===== config.mk =====
export PLATFORM = sky130hd
export DESIGN_NAME = pdc_ram
export DESIGN_NICKNAME = d
export VERILOG_FILES = /design/src/pdc_ram.sv
export SDC_FILE = /design/constraint.sdc
export NUM_CORES = 1
export LEC_CHECK = 0
export BUFFER_PORTS_ARGS = -buffer_cell sky130_fd_sc_hd__buf_2
export CORE_ASPECT_RATIO = 1.4
export CORE_UTILIZATION = 50
export CTS_CLUSTER_DIAMETER = 100
export DETAILED_ROUTE_END_ITERATION = 10
export MAX_ROUTING_LAYER = met4
export PLACE_DENSITY = 0.63
export SETUP_SLACK_MARGIN = 0.2
export SYNTH_ARGS = -nofsm -noshare
export SYNTH_HDL_FRONTEND = slang
export SYNTH_SLANG_ARGS = --single-unit

===== constraint.sdc =====
create_clock -name clk -period 6.4 [get_ports clk]
set_input_delay 1.28 -clock clk [delete_from_list [all_inputs] [get_ports clk]]
set_output_delay 1.28 -clock clk [all_outputs]
set_load 0.05 [all_outputs]

===== src/pdc_ram.sv =====
module pdc_ram #(
  parameter int WIDTH = 8,
  parameter int DEPTH = 128
) (
  input  logic                     clk,
  input  logic                     we,
  input  logic [$clog2(DEPTH)-1:0] waddr,
  input  logic [WIDTH-1:0]         wdata,
  input  logic [$clog2(DEPTH)-1:0] raddr,
  output logic [WIDTH-1:0]         rdata
);

  logic [WIDTH-1:0] mem [DEPTH];

  always_ff @(posedge clk) begin
    if (we) begin
      mem[waddr] <= wdata;
    end
    rdata <= mem[raddr];
  end

endmodule


**Word-level counts from Yosys, hierarchy flattened**

Memory sizes are Yosys's and may differ from the RTL's. A register that Yosys moved wholly into a read port is not among the register bits.
Index checks and enable logic that the tools add are counted.

- Bits in registers: 0
- Memory bits (writable): 1024
- Output and inout bits: 8
- Logic and storage cells: 3
- Memories kept: 1

- Muxes and demuxes: 2

Memory list:

| name | depth | bits a word | read ports | clocked after Yosys merged registers in | wr ports | line | source |
|---|---|---|---|---|---|---|---|
| mem | 128 | 8 | 1 | 1 | 1 | 13 | `logic [WIDTH-1:0] mem [DEPTH];` |

Operator list:

| cell | number |
|---|---|
| $mux 1 | 2 |

**Depth between registers and ports, before layout**

- Depth in word-level cells: 2
- Mapped depth: 7

**Least setup slack after synthesis**

Ideal clock, no wire load.

- Path kind: input -> register
- Start: input raddr[0]
- End: register rdata[0], read port of mem
- Library setup time: 121 ps
- Data arrival time: 3663 ps
- Setup slack: 2616 ps
- Stages: 6
- Cells stage by stage: clkbuf_1 > buf_1 > mux4_2 > mux4_2 > mux4_2 > mux2_2

RTL lines:

| what | line | source |
|---|---|---|
| start, declared | 9 | `input logic [$clog2(DEPTH)-1:0] raddr,` |
| end, declared | 10 | `output logic [WIDTH-1:0] rdata` |

==> results.toml <==
[sta]
tightest_slew_ns = 1.235
slew_violations = 0
rsz0062_at_grt = "no"
period_share = 0.5846
holdWs_ns = 1.013
clock.fmax_mhz = 267.3
setup_violations = 0
maxSlewHeadroom = 0.1722
tns_ns = 0
final.setup_skew_ns = 0.02376
fin_crit_ns = 3.742
timing.final.ws_setup_ns = 2.658
hold_viol_final = 0

[synth]
syn_area_per_cell_um2 = 24.26
yosys_warnings = 0
synth_area_um2 = 39670
yosysUniqueCellTypes = 17
synth-seq-cells = 1032
syn-num-nets = 1659
syn_inst = 1635
ys_seq_area_frac = 0.7793

[hold_path]
whs_path_depth = 1
min_from = "wdata[3]"
hold_end = "mem[30][3]$_DFFE_PP_"
holdCritPathClass = "in -> reg"

[floorplan]
rows = 121
initial_core_util = 0.5078
io_pins = 32
die_h_um = 335.3
die-width_um = 240.0
die_area_um2 = 80480
core_region_area_um2 = 78120

[finish]
fillers = 5721
final_cell_area_um2 = 44180
syn_to_final_growth_pct = 11.39
finalNetCount = 1725
drive_above_1_share = 0.3076

[job]
max_cap_violations = 0

[status]
status = "finished clean"

[pwr]
p_comb_frac = 0.051
p_seq_frac = 0.546
switching_power_uw = 2848
total_power_uw = 13700
clkPwrFrac = 0.403
intPower_uw = 10850
ir_drop_v = 0.0002422
powerDensity_nw_per_um2 = 310.0
p_sw_frac = 0.2079
leakage_uw = 0.01338

[setup_path]
critPathLaunchType = "primary input"
crit_path_end_kind = "flop"
rrSetupSlack_ns = 3.96
reg2reg_to = "rdata[1]$_DFF_P_"
path_cells = "buf_8 > buf_12 > mux4_2 > mux4_2 > mux4_2 > mux2_2"
cp.arrival_ns = 4.28
r2r-start = "mem[23][1]$_DFFE_PP_"
cp_data_required_time_ns = 6.94
ff2ff_path_depth = 4
slowest_stage = "mux4_2"
crit_fanout = 63
crit_top_cell = "mux4_2"
slowest_delay_ns = 0.58
path_class = "in -> reg"

[drt]
vias = 17215
antenna_left = 0
drc = 0
vias_per_cell = 6.081
drt-total-wl_mm = 88.31
dr.first_iter.drc_count = 1683
drt-pass1-iter-count = 7
wl_per_cell_um = 31.19

[grt]
grt_overflow = 0
grt_max_degree = 109
groute.usage.overall = 0.2350
grt_pass1_wl_mm = 129.0
grt_pass1_vias = 18081
antenna_found_initial = 8

[cts]
root_buffer = "clkbuf_16"
clkLatencyLatePin_ns = 0.66
numCtsBuffers = 93
cts_htree_levels = 3
path_clk_slew_ns = 0.06
hold_buffers = 0
cts_resized = 0
clock_sinks = 1032
tritoncts = "done"
cts_setup_buffers = 0
clk_path_buf_depth = 3

[placed_design]
place_hpwl_mm = 53.87
place.gp.congestion = 0.8316
post_dp_cell_area_um2 = 41160
numPortBuffers = 31
pre_cts_ws_ns = 1.903
## placed cells by master, fill, tap and decap left out, types with 3 or more instances in the layout
| cell | instances |
|---|---|
| nor2_1 | 122 |
| buf_12 | 11 |
| bufinv_16 | 9 |
| nor2b_1 | 7 |
| clkinv_1 | 22 |
| buf_4 | 27 |
| clkbuf_1 | 15 |
| nor3_2 | 6 |
| inv_6 | 5 |
| nand2_1 | 14 |
| mux2_2 | 8 |
| clkinv_2 | 18 |
| buf_2 | 20 |
| dfxtp_1 | 8 |
| nand4_1 | 3 |
| edfxtp_1 | 1024 |
| diode_2 | 8 |
| nor3_1 | 3 |
| clkbuf_16 | 94 |
| nand3_1 | 10 |
| clkbuf_8 | 4 |
| mux4_2 | 336 |
## Yosys cell counts, drive strengths merged
master | count | area share
nand4 | 3 | 0.00047
nand3 | 12 | 0.0015
nor2 | 122 | 0.012
buf | 45 | 0.0060
mux2 | 8 | 0.0023
nor3 | 9 | 0.0011
clkbuf | 44 | 0.0042
nand2 | 14 | 0.0013
mux4 | 336 | 0.19
edfxtp | 1024 | 0.78
nor2b | 7 | 0.0011
dfxtp | 8 | 0.0040
nand2b | 2 | 0.00032
or3 | 1 | 0.00016
## final cells by class
cell class                      instances  area, um2  share of cell area
Sequential cell                      1032      30910              0.6996
Multi-Input combinational cell        514       8394              0.1900
Clock buffer                          113       2464             0.05576
Tap cell                             1045       1308             0.02959
Timing Repair Buffer                   60      553.0             0.01252
Clock inverter                         59      535.5             0.01212
Antenna cell                            8      20.02           0.0004531
## worst max-delay path: cells and delay by family
kind	cells	cell delay, ns
buffers and inverters	2	0.88
multiplexers	4	1.98
## state kept, by name (all words and copies together), names as in the netlist
name	flops
rdata	8
mem	1024
## worst max-delay path by stage
stage | start | to | slack, ns | cells after the start
4_1_cts | raddr[0] | rdata[1]$_DFF_P_ | 2.60 | 6
3_3_place_gp | raddr[0] | rdata[1]$_DFF_P_ | 1.89 | 6
5_1_grt | raddr[0] | rdata[1]$_DFF_P_ | 2.52 | 6
6_report | raddr[0] | rdata[3]$_DFF_P_ | 2.66 | 6
3_5_place_dp | raddr[0] | rdata[2]$_DFF_P_ | 1.90 | 6
2_1_floorplan | raddr[0] | rdata[0]$_DFF_P_ | 2.62 | 6
## power groups by stage
| stage | combinational (uW) | clock [uW] | sequential [uW] |
|---|---|---|---|
| floorplan | 377 | 0 | 7650 |
| global placement | 698 | 0 | 7630 |
| detailed placement | 708 | 0 | 7630 |
| CTS | 709 | 5600 | 7480 |
| global route | 732 | 5830 | 7480 |
| finish | 695 | 5520 | 7480 |
## logic make-up (layout without fill, tap and decap cells)
| family | after synthesis | after routing | synth area share |
|---|---|---|---|
| buffers and inverters | 89 | 232 | 0.01013 |
| flip-flops | 1032 | 1032 | 0.7793 |
| other | 0 | 8 | 0 |
| multiplexers | 344 | 344 | 0.1930 |
| AND/OR/NAND/NOR | 170 | 170 | 0.01757 |
## stage by stage
stage | util | instances
final | 0.5656 | 2831
after global routing | 0.5656 | 2830
after CTS | 0.5653 | 2823
after detailed placement | 0.5269 | 2651
after global placement | 0.5269 | 2651
after floorplan | - | 1635
## routing by layer
metal  vias to the layer above  global-route usage  wire, um
met3                       116             0.04423      5611
met5                         -                   -         0
li1                       7164                   -         -
met1                      9346              0.3034     34760
met2                       589              0.3844     45970
met4                         0             0.06478      1962
No activity file was read; power rests on OpenSTA's default activity.
